<file path="src/hw/rtl/crs_enc_pkg.sv">
package crs_enc_pkg;

	// default sizing
	localparam int MAX_SYMBOL_BYTES_DEF = 2048;
	localparam int MAX_SOURCES_DEF      = 256;
	localparam int FIELD_POLY_DEF       = 285;

	// field widths
	localparam int SRC_W    = 8;
	localparam int OFF_W    = 11;
	localparam int BYTE_W   = 8;
	localparam int CNT_W    = 9;
	localparam int SB_W     = 12;
	localparam int S_DATA_W = 32;
	localparam int M_DATA_W = 24;

	// configuration port
	localparam int CFG_IDX_W  = 2;
	localparam int CFG_DATA_W = 12;

	localparam logic [CFG_IDX_W-1:0] REG_SOURCE_COUNT = 2'd0;
	localparam logic [CFG_IDX_W-1:0] REG_REPAIR_INDEX = 2'd1;
	localparam logic [CFG_IDX_W-1:0] REG_SYMBOL_BYTES = 2'd2;

	// reset values of the registers
	localparam logic [CNT_W-1:0]  SOURCE_COUNT_RST = 9'd1;
	localparam logic [SRC_W-1:0]  REPAIR_INDEX_RST = 8'd0;
	localparam logic [SB_W-1:0]   SYMBOL_BYTES_RST = 12'd1024;

	// clamped settings handed from the register file to the datapath
	typedef struct packed {
		logic [CNT_W-1:0] k;         // effective source count
		logic [SRC_W-1:0] point;     // (k + repair_index) mod 256
		logic [SRC_W-1:0] last_src;  // k - 1
		logic [SB_W-1:0]  sb;        // effective symbol bytes
		logic [SB_W-1:0]  last_off;  // sb - 1
	} crs_cfg_t;

	typedef logic [BYTE_W-1:0] gf_tbl_t [256];

	// gf(2^8) product, shift-and-add with reduction by poly
	function automatic logic [7:0] gf_mul(input logic [7:0] a, input logic [7:0] b,
			input logic [8:0] poly);
		logic [8:0] x;
		logic [7:0] r;
		x = {1'b0, a};
		r = 8'h00;
		for (int i = 0; i < 8; i++) begin
			if (b[i])
				r = r ^ x[7:0];
			x = {x[7:0], 1'b0};
			if (x[8])
				x = x ^ poly;
		end
		return r;
	endfunction

	// inverse table, a^254 per entry; entry 0 yields 0
	function automatic gf_tbl_t gf_inv_table(input logic [8:0] poly);
		gf_tbl_t    t;
		logic [7:0] res;
		logic [7:0] base;
		logic [7:0] e;
		for (int a = 0; a < 256; a++) begin
			res  = 8'h01;
			base = 8'(a);
			e    = 8'd254;
			for (int j = 0; j < 8; j++) begin
				if (e[j])
					res = gf_mul(res, base, poly);
				base = gf_mul(base, base, poly);
			end
			t[a] = res;
		end
		return t;
	endfunction

endpackage

</file>
<file path="src/hw/rtl/crs_enc_cfg.sv">
module crs_enc_cfg #(
	parameter int MAX_SYMBOL_BYTES = crs_enc_pkg::MAX_SYMBOL_BYTES_DEF,
	parameter int MAX_SOURCES      = crs_enc_pkg::MAX_SOURCES_DEF
) (
	input  logic                               clk,
	input  logic                               arst_n,
	input  logic                               wr_en,
	input  logic [crs_enc_pkg::CFG_IDX_W-1:0]  wr_index,
	input  logic [crs_enc_pkg::CFG_DATA_W-1:0] wr_data,
	output crs_enc_pkg::crs_cfg_t              cfg
);

	logic [crs_enc_pkg::CNT_W-1:0] source_count_q;
	logic [crs_enc_pkg::SRC_W-1:0] repair_index_q;
	logic [crs_enc_pkg::SB_W-1:0]  symbol_bytes_q;

	logic [crs_enc_pkg::CNT_W-1:0] k_eff;
	logic [crs_enc_pkg::SB_W-1:0]  sb_eff;

	always_ff @(posedge clk or negedge arst_n) begin
		if (!arst_n) begin
			source_count_q <= crs_enc_pkg::SOURCE_COUNT_RST;
			repair_index_q <= crs_enc_pkg::REPAIR_INDEX_RST;
			symbol_bytes_q <= crs_enc_pkg::SYMBOL_BYTES_RST;
		end else if (wr_en) begin
			unique case (wr_index)
				crs_enc_pkg::REG_SOURCE_COUNT: source_count_q <= wr_data[crs_enc_pkg::CNT_W-1:0];
				crs_enc_pkg::REG_REPAIR_INDEX: repair_index_q <= wr_data[crs_enc_pkg::SRC_W-1:0];
				crs_enc_pkg::REG_SYMBOL_BYTES: symbol_bytes_q <= wr_data;
				default: ;
			endcase
		end
	end

	// zero and oversize settings clamp into range
	always_comb begin
		if (source_count_q == '0)
			k_eff = 9'd1;
		else if (source_count_q > 9'(MAX_SOURCES))
			k_eff = 9'(MAX_SOURCES);
		else
			k_eff = source_count_q;

		if (symbol_bytes_q == '0)
			sb_eff = 12'd1;
		else if (17'(symbol_bytes_q) > 17'(MAX_SYMBOL_BYTES))
			sb_eff = 12'(MAX_SYMBOL_BYTES);
		else
			sb_eff = symbol_bytes_q;
	end

	always_comb begin
		cfg.k        = k_eff;
		cfg.point    = 8'(k_eff + {1'b0, repair_index_q});
		cfg.last_src = 8'(k_eff - 9'd1);
		cfg.sb       = sb_eff;
		cfg.last_off = sb_eff - 12'd1;
	end

endmodule

</file>
<file path="config.mk">
export PLATFORM = sky130hd
export DESIGN_NAME = crs_enc_cfg
export DESIGN_NICKNAME = d
export VERILOG_FILES = /design/src/hw/rtl/crs_enc_pkg.sv /design/src/hw/rtl/crs_enc_cfg.sv
export SDC_FILE = /design/constraint.sdc
export NUM_CORES = 1
export LEC_CHECK = 0
export BUFFER_PORTS_ARGS = -buffer_cell sky130_fd_sc_hd__buf_2
export CORE_ASPECT_RATIO = 1.75
export CORE_UTILIZATION = 45
export DETAILED_ROUTE_END_ITERATION = 12
export GPL_TIMING_DRIVEN = 0
export PLACE_DENSITY = 0.85
export SKIP_CTS_REPAIR_TIMING = 1
export SLEW_MARGIN = 20
export SYNTH_ARGS = -nofsm -noshare
export SYNTH_HDL_FRONTEND = slang
export SYNTH_SLANG_ARGS = --single-unit
</file>
<file path="constraint.sdc">
create_clock -name clk -period 2.3 [get_ports clk]
set_input_delay 0.345 -clock clk [delete_from_list [all_inputs] [get_ports clk]]
set_output_delay 0.345 -clock clk [all_outputs]
set_load 0.05 [all_outputs]
</file>
After elaboration in Yosys (flattened, before gate mapping)

Cells that the tools add are included.

Bits in registers: 29
Output and inout bits: 49
Word-level logic and storage cells: 20

$add $sub $neg: 3
Order comparisons: 2
Eq/ne operators: 2
Multiplexer cells: 4
Reductions and logical operators: 6

Operators with widths:

| kind                                                  | count |
|---|---|
| two-way mux 12 bit                                    | 2 |
| two-way mux 9 bit                                     | 2 |
| greater-than comparator 12 bit, second input constant | 1 |
| logical NOT 12 bit                                    | 1 |
| subtractor 12 x 1 -> 12 bit, second input constant    | 1 |
| greater-than comparator 9 bit, second input constant  | 1 |
| logical NOT 9 bit                                     | 1 |
| adder 8 bit                                           | 1 |
| subtractor 8 x 1 -> 8 bit, second input constant      | 1 |
| AND reduction 2 bit                                   | 3 |
| == test 2 x 1 -> 1 bit, second input constant         | 1 |
| == test 2 bit, second input constant                  | 1 |
| logical NOT 2 bit                                     | 1 |

Logic depth before layout (Yosys ltp)

Gate-level depths: netlist of the first run.

Depth in word-level cells: 4
Mapped depth: 11
Mapped depth without buffers: 10

Least setup slack after synthesis of the first run

No wires, ideal clock.

Path type: reg2out
From: register source_count_q[8] in the netlist's numbering
To: output port cfg[38] in the netlist's numbering
Arrival time: 3.987 ns
Required time: 1.955 ns
Setup slack: -2.032 ns
Stages on the path, launching flop included: 7
Buffers on the path: 0
Path through: dfrtp_1 > nor2b_1 > ha_1 > nor2b_1 > o21a_1 > o21a_1 > o311ai_0

RTL lines:

| element                | RTL line          | text |
|---|---|---|
| start, declared        | crs_enc_cfg.sv:13 | `logic [crs_enc_pkg::CNT_W-1:0] source_count_q;` |
| start signal, assigned | crs_enc_cfg.sv:22 | `source_count_q <= crs_enc_pkg::SOURCE_COUNT_RST;` |
| start signal, assigned | crs_enc_cfg.sv:27 | `crs_enc_pkg::REG_SOURCE_COUNT: source_count_q <= wr_data[crs_enc_pkg::CNT_W-1:0];` |
| end, declared          | crs_enc_cfg.sv:10 | `output crs_enc_pkg::crs_cfg_t cfg` |

==> results of run 1 <==
how the worst max path moves through the flow:
stage / endpoint / slack, ns / depth (start not counted)
after global placement: cfg[38] / -0.63 / 11
after global routing: cfg[6] / -0.95 / 11
after CTS: cfg[38] / -0.96 / 11
final: cfg[6] / -0.86 / 11
after floorplan: cfg[38] / -0.52 / 10
after detailed placement: cfg[38] / -0.65 / 11
flip-flops by register name, indices dropped and copies added (netlist names):
signal,count
symbol_bytes_q,12
source_count_q,9
repair_index_q,8
Yosys cell counts, drive strengths merged (2+ instances only):
library cell / count / area (sq um)
mux2: 28 / 315.3
dfrtp: 27 / 675.7
inv: 15 / 56.30
nor2b: 14 / 87.58
nor2: 13 / 48.80
nand2: 12 / 45.04
ha: 9 / 112.6
o21ai: 8 / 40.04
nor3: 7 / 35.03
clkbuf: 6 / 22.52
xnor2: 6 / 52.55
a21oi: 5 / 25.02
a31oi: 4 / 25.02
buf: 4 / 20.02
nand2b: 4 / 25.02
nand3b: 4 / 30.03
nor4: 3 / 33.78
o21a: 3 / 22.52
a211oi: 2 / 15.01
a21o: 2 / 15.01
a32oi: 2 / 17.52
dfstp: 2 / 52.55
nand3: 2 / 10.01
o2bb2ai: 2 / 17.52
o311ai: 2 / 25.03
o41ai: 2 / 17.52
or3: 2 / 12.51
or4: 2 / 18.77
xor2: 2 / 17.52
layout by cell type, fill, tap and decap left out, types with 3 or more instances in the layout:
cell type  Yosys  routed
a21oi_1        5       4
buf_2          1      42
buf_4          1      15
buf_6          0      22
buf_8          0       3
clkbuf_1       6       3
clkbuf_8       0       7
dfrtp_1       27      18
dfrtp_2        0       9
ha_1           9       6
inv_1         15       9
inv_2          0       3
mux2_2        28      28
nand2_1       12       7
nand2_2        0       4
nand2b_1       4       3
nand3b_1       4       4
nor2_1        13      10
nor2b_1       14       9
nor2b_2        0       5
nor3_1         7       6
nor4_4         1       3
o21ai_0        8       5
xnor2_2        0       4
power groups by stage:
stage	registers, mW	clock network, mW	logic, mW
6_report	0.783	0.464	2.67
5_1_grt	0.797	0.499	2.81
4_1_cts	0.751	0.474	2.21
3_5_place_dp	0.760	0	2.20
3_3_place_gp	0.751	0	2.17
2_1_floorplan	0.721	0	1.83
stage by stage:
stage	hold slack, ns	power (mW)
after detailed placement	0.4139	2.956
after global placement	0.4040	2.920
final	0.08620	3.914
after global routing	0.1370	4.105
after CTS	0.1098	3.431
after floorplan	0.04941	2.554
cells by family after synthesis:
logic type	Yosys count	synth area share, %
buffers and inverters	25	4.907
DFF	29	36.15
xor gates and xnor gates	8	3.478
AOI/OAI and AO/OA	40	14.29
other	1	0.1862
and+or+nand+nor	65	18.76
adders and majority gates	10	6.584
muxes	28	15.65
worst register-to-register path, stage by stage, from the launching register on:
cell and delay, ns:
dfrtp_2 0.48, clkbuf_2 0.26, mux2_2 0.34
cell type report:
type,count,area share [%]
Inverter,15,2.052
Clock buffer,7,2.981
Clock inverter,1,0.1549
Sequential cell,29,22.88
Timing Repair Buffer,84,20.05
Multi-Input combinational cell,152,48.24
Tap cell,49,1.897
Buffer,9,1.742
metal layers:
layer  vias up  GRT usage (%)  wire length (um)
met1       975          26.54              2184
met5         -              0                 0
met3        11          3.704               161
met4         0          10.09               125
li1        920              -                 -
met2        53          44.73              3716
==> flow_summary.ini, run 1 <==
[outcome]
status = finished, violations left
failed_checks = negative setup slack

[final_layout]
fillCellCount = 262
fin_nets = 323
design_area_sq_mm = 0.003232
drive_gt1_share_pct = 64.31
final_cell_count_no_fill = 346
syn_to_final_growth_pct = 60.43
diodes = 0
fin_util_pct = 76.44
multi_input_area_sq_mm = 0.001559
regArea_sq_um = 739.5

[critical_path]
reg2reg_to = source_count_q[8]
path_cells = nor4_4 -> nand3b_1 -> nor3_4 -> o21ai_4 -> ha_4 -> buf_12 -> o41ai_2 -> o21ai_1 -> a32oi_1 -> nand2_2 -> buf_8
cp_slowest_stage_delay_ns = 0.46
reg2reg_depth = 2
slowest_stage = nor4_4
r2r_setup_slack_ns = 1.10
cp_top_family = simple AND/OR/NAND/NOR gates
cp.required_ns = 1.96
crit_type = reg -> out
end_kind = primary output
cp_max_fo = 6
startpoint_type = flip-flop
worstPathArrival_ns = 2.81
crit_start = symbol_bytes_q[3]
worst-path-buf-inv = 2
r2r_start = source_count_q[8]

[routing]
num_vias = 1959
post_drt_wl_per_cell_um = 17.88
viasPerCell = 5.662
wirelength_um = 6187
ant_nets = 0
drc = 0
drt_pass1_iterations = 4
drtIter0Drc = 42

[floorplanning]
core_sq_mm = 0.004228
die_y_um = 90.51
fp.dieW_um = 52.58
ios = 66
die_area_sq_mm = 0.004759
start_util_pct = 47.65
fp-row-count = 31

[clock_network]
cts_tree = done
clkSinkCount = 29
cts_buffer_depth = 2
insertion_delay_ns = 0.28
clockRootBuffer = clkbuf_8
cts_buffers = 5
cts_htree_levels = 2
clkTransAtPathRegs_ns = 0.06

[sta]
hold_viol = 0
period_share_pct = 137.3
finalMaxSlewViolations = 0
finalWorstSetupSlack_ns = -0.8581
finalSetupViolations = 23
slew_headroom_pct = 56.84
finClkSkew_ns = 0
clock.fmax_ghz = 0.3166
period_minus_slack_ns = 3.158
rsz0062_at_grt = true
worstMarginPinSlew_ns = 0.6474
setup_tns_ns = -8.996

[synthesis]
synth_flop_cell = dfrtp_1
synthArstFlopShare_pct = 100.0
synth_nets = 233
synth_edf_count = 0
synth_area_per_cell_sq_um = 9.779
synth_warnings = 0
yosysSeqAreaShare_pct = 36.15
syn_area_sq_mm = 0.002014
synthCells = 206
synth_seq_cells = 29
synth_cell_types = 46

[global_routing]
grt_overflow = 0
grt_pass1_wl_um = 8838
grt_max_degree = 30
track_usage_pct = 24.57
grt_pass1_vias = 1848
grt_antenna_before_repair = 0

[job]
max-cap-violations = 0

[min_path]
hold_path_class = in -> async

[power]
pwr-share-comb_pct = 68.2
clkPwrFrac_pct = 11.8
p_int_mw = 1.890
p_per_area_mw_per_mm2 = 1211
switchingPower_mw = 2.024
power_leakage_nw = 1.404
seq_power_share_pct = 20.0
switching_share_pct = 51.72
vdd_drop_max_uv = 959.6

[placement]
post_dp_cell_area_sq_mm = 0.002664
place_ws_ns = -0.6520
port-buffer-count = 64
place_congestion = 0.8119
place_inst = 319
dp_hpwl_um = 4032
No activity file was read; power rests on OpenSTA's default activity.
==> inputs of run 2 (changes only) <==
--- a/config.mk
+++ b/config.mk
@@ -11,6 +11,7 @@
 export DETAILED_ROUTE_END_ITERATION = 12
 export GPL_TIMING_DRIVEN = 0
 export PLACE_DENSITY = 0.85
+export SETUP_SLACK_MARGIN = 0.5
 export SKIP_CTS_REPAIR_TIMING = 1
 export SLEW_MARGIN = 20
 export SYNTH_ARGS = -nofsm -noshare
==> run 2 against run 1 <==
Against the previous run: the run still ends with negative setup slack left; combinational power rose by 14%; clock skew unchanged; sequential cell count stayed put; maximum frequency decreased by 1.1%.
==> flow_summary.ini, run 2 (synthesis gave the netlist of run 1 again) <==
[outcome]
status = finished, violations left
failed_checks = negative setup slack

[critical_path]
startpoint_type = flip-flop
reg2reg_depth = 2
end_kind = primary output
r2r_start = symbol_bytes_q[11]
path_cells = nor4_4 -> a21oi_2 -> nor2_4 -> ha_4 -> inv_2 -> fa_2 -> nor2b_1 -> o21a_1 -> o21a_2 -> o311ai_4 -> buf_6
cp_slowest_stage_delay_ns = 0.45
reg2reg_to = symbol_bytes_q[11]
r2r_setup_slack_ns = 1.16
crit_type = reg -> out
worstPathArrival_ns = 2.85
cp_max_fo = 4
slowest_stage = dfrtp_2
cp.required_ns = 1.96

[final_layout]
diodes = 0
final_common_cell = buf_2
reg_top3 = symbol_bytes_q x12, source_count_q x9, repair_index_q x8
drive_gt1_share_pct = 73.03
fin_nets = 330
largest_register_ffs = 12
layout_common_cells = buf_2, mux2_2, buf_6, buf_4, dfrtp_1
syn_to_final_growth_pct = 74.60
design_area_sq_mm = 0.003517
fillCellCount = 215
regMostFlops = symbol_bytes_q

[global_routing]
grt_overflow = 0
grt_antenna_before_repair = 0
track_usage_pct = 24.26
grt_max_degree = 30
grt_pass1_wl_um = 8514
grt_pass1_vias = 1873

[floorplanning]
die_area_sq_mm = 0.004759
fp-row-count = 31
start_util_pct = 47.65
core_sq_mm = 0.004228
ios = 66
fp.dieW_um = 52.58
die_y_um = 90.51

[sta]
period_minus_slack_ns = 3.193
timing.hold.ws_ns = 0.07617
period_share_pct = 138.8
rsz0062_at_grt = true
setup_tns_ns = -8.696
slew_headroom_pct = 56.82
worstMarginPinSlew_ns = 0.6477
finClkSkew_ns = 0
finalWorstSetupSlack_ns = -0.8929
hold_viol = 0
finalSetupViolations = 21
finalMaxSlewViolations = 0
clock.fmax_ghz = 0.3132

[routing]
num_vias = 2099
route.layer.met1.wl_um = 2480
wl_met2_um = 4507
drt_pass1_iterations = 4
drtIter0Drc = 54
drc = 0
route.met3.wl_um = 256
viasPerCell = 5.946
wirelength_um = 7504
ant_nets = 0
routed.top_layer = met4
post_drt_wl_per_cell_um = 21.26

[power]
power_mw = 4.247
vdd_drop_max_uv = 1025
power_leakage_nw = 1.502
p_per_area_mw_per_mm2 = 1208

[clock_network]
clockRootBuffer = clkbuf_8
cts_buffer_depth = 2
clkSinkCount = 29
cts_buffers = 5
insertion_delay_ns = 0.28
cts_tree = done
cts_htree_levels = 2
clkTransAtPathRegs_ns = 0.07

[placement]
place_congestion = 0.8515
place_ws_ns = -0.7117
dp_hpwl_um = 4173
post_dp_cell_area_sq_mm = 0.002695
port-buffer-count = 64

[min_path]
hold_path_class = in -> async

[job]
max-cap-violations = 0
[run 2: cell types whose count changed in the layout (fill, tap and decap cells not counted), sizes merged]
cell and delta:
buf +7, clkbuf -1, clkinv +1, clkinvlp +1
inv -1
[run 2: worst max-delay path by stage]
| stage | startpoint | end | slack (ns) | cells after the start |
|---|---|---|---|---|
| floorplan | source_count_q[5] | cfg[38] | -0.52 | 10 |
| global placement | symbol_bytes_q[3] | cfg[6] | -0.65 | 12 |
| detailed placement | symbol_bytes_q[5] | cfg[6] | -0.71 | 11 |
| CTS | symbol_bytes_q[5] | cfg[6] | -1.02 | 11 |
| global route | source_count_q[3] | cfg[38] | -0.96 | 11 |
| finish | source_count_q[3] | cfg[38] | -0.89 | 11 |
[run 2: through the flow]
| stage | util (%) | cells |
|---|---|---|
| floorplan | - | 206 |
| global placement | 63.75 | 319 |
| detailed placement | 63.75 | 319 |
| CTS | 65.70 | 327 |
| global route | 83.19 | 353 |
| finish | 83.19 | 353 |
[run 2: where the power goes]
group	internal, mW	total (mW)	switching (mW)
Clock	0.209	0.422	0.212
Sequential	0.619	0.788	0.170
Combinational	1.21	3.04	1.83
[run 2: worst max-delay path, delay by kind of cell (launching register included)]
family	cells	cell delay [ns]
AO/OA/AOI/OAI	4	0.70
adder cells (fa/ha/maj)	2	0.51
buffers and inverters	2	0.23
flip-flops	1	0.45
AND/OR/NAND/NOR	3	0.65
[run 2: final cells by class]
type	instances	area (sq um)	share of cell area (%)
Tap cell	49	61.31	1.743
Buffer	10	71.32	2.028
Clock inverter	2	10.01	0.2846
Sequential cell	29	740.7	21.06
Timing Repair Buffer	90	758.2	21.56
Multi-Input combinational cell	152	1730	49.20
Clock buffer	6	72.57	2.063
Inverter	15	72.57	2.063
[run 2: routing by layer]
metal  up-vias  track usage (%)
li1        938                -
met1      1050            23.66
met2        90            45.46
met3        21            3.030
met4         0            13.16
met5         -                0
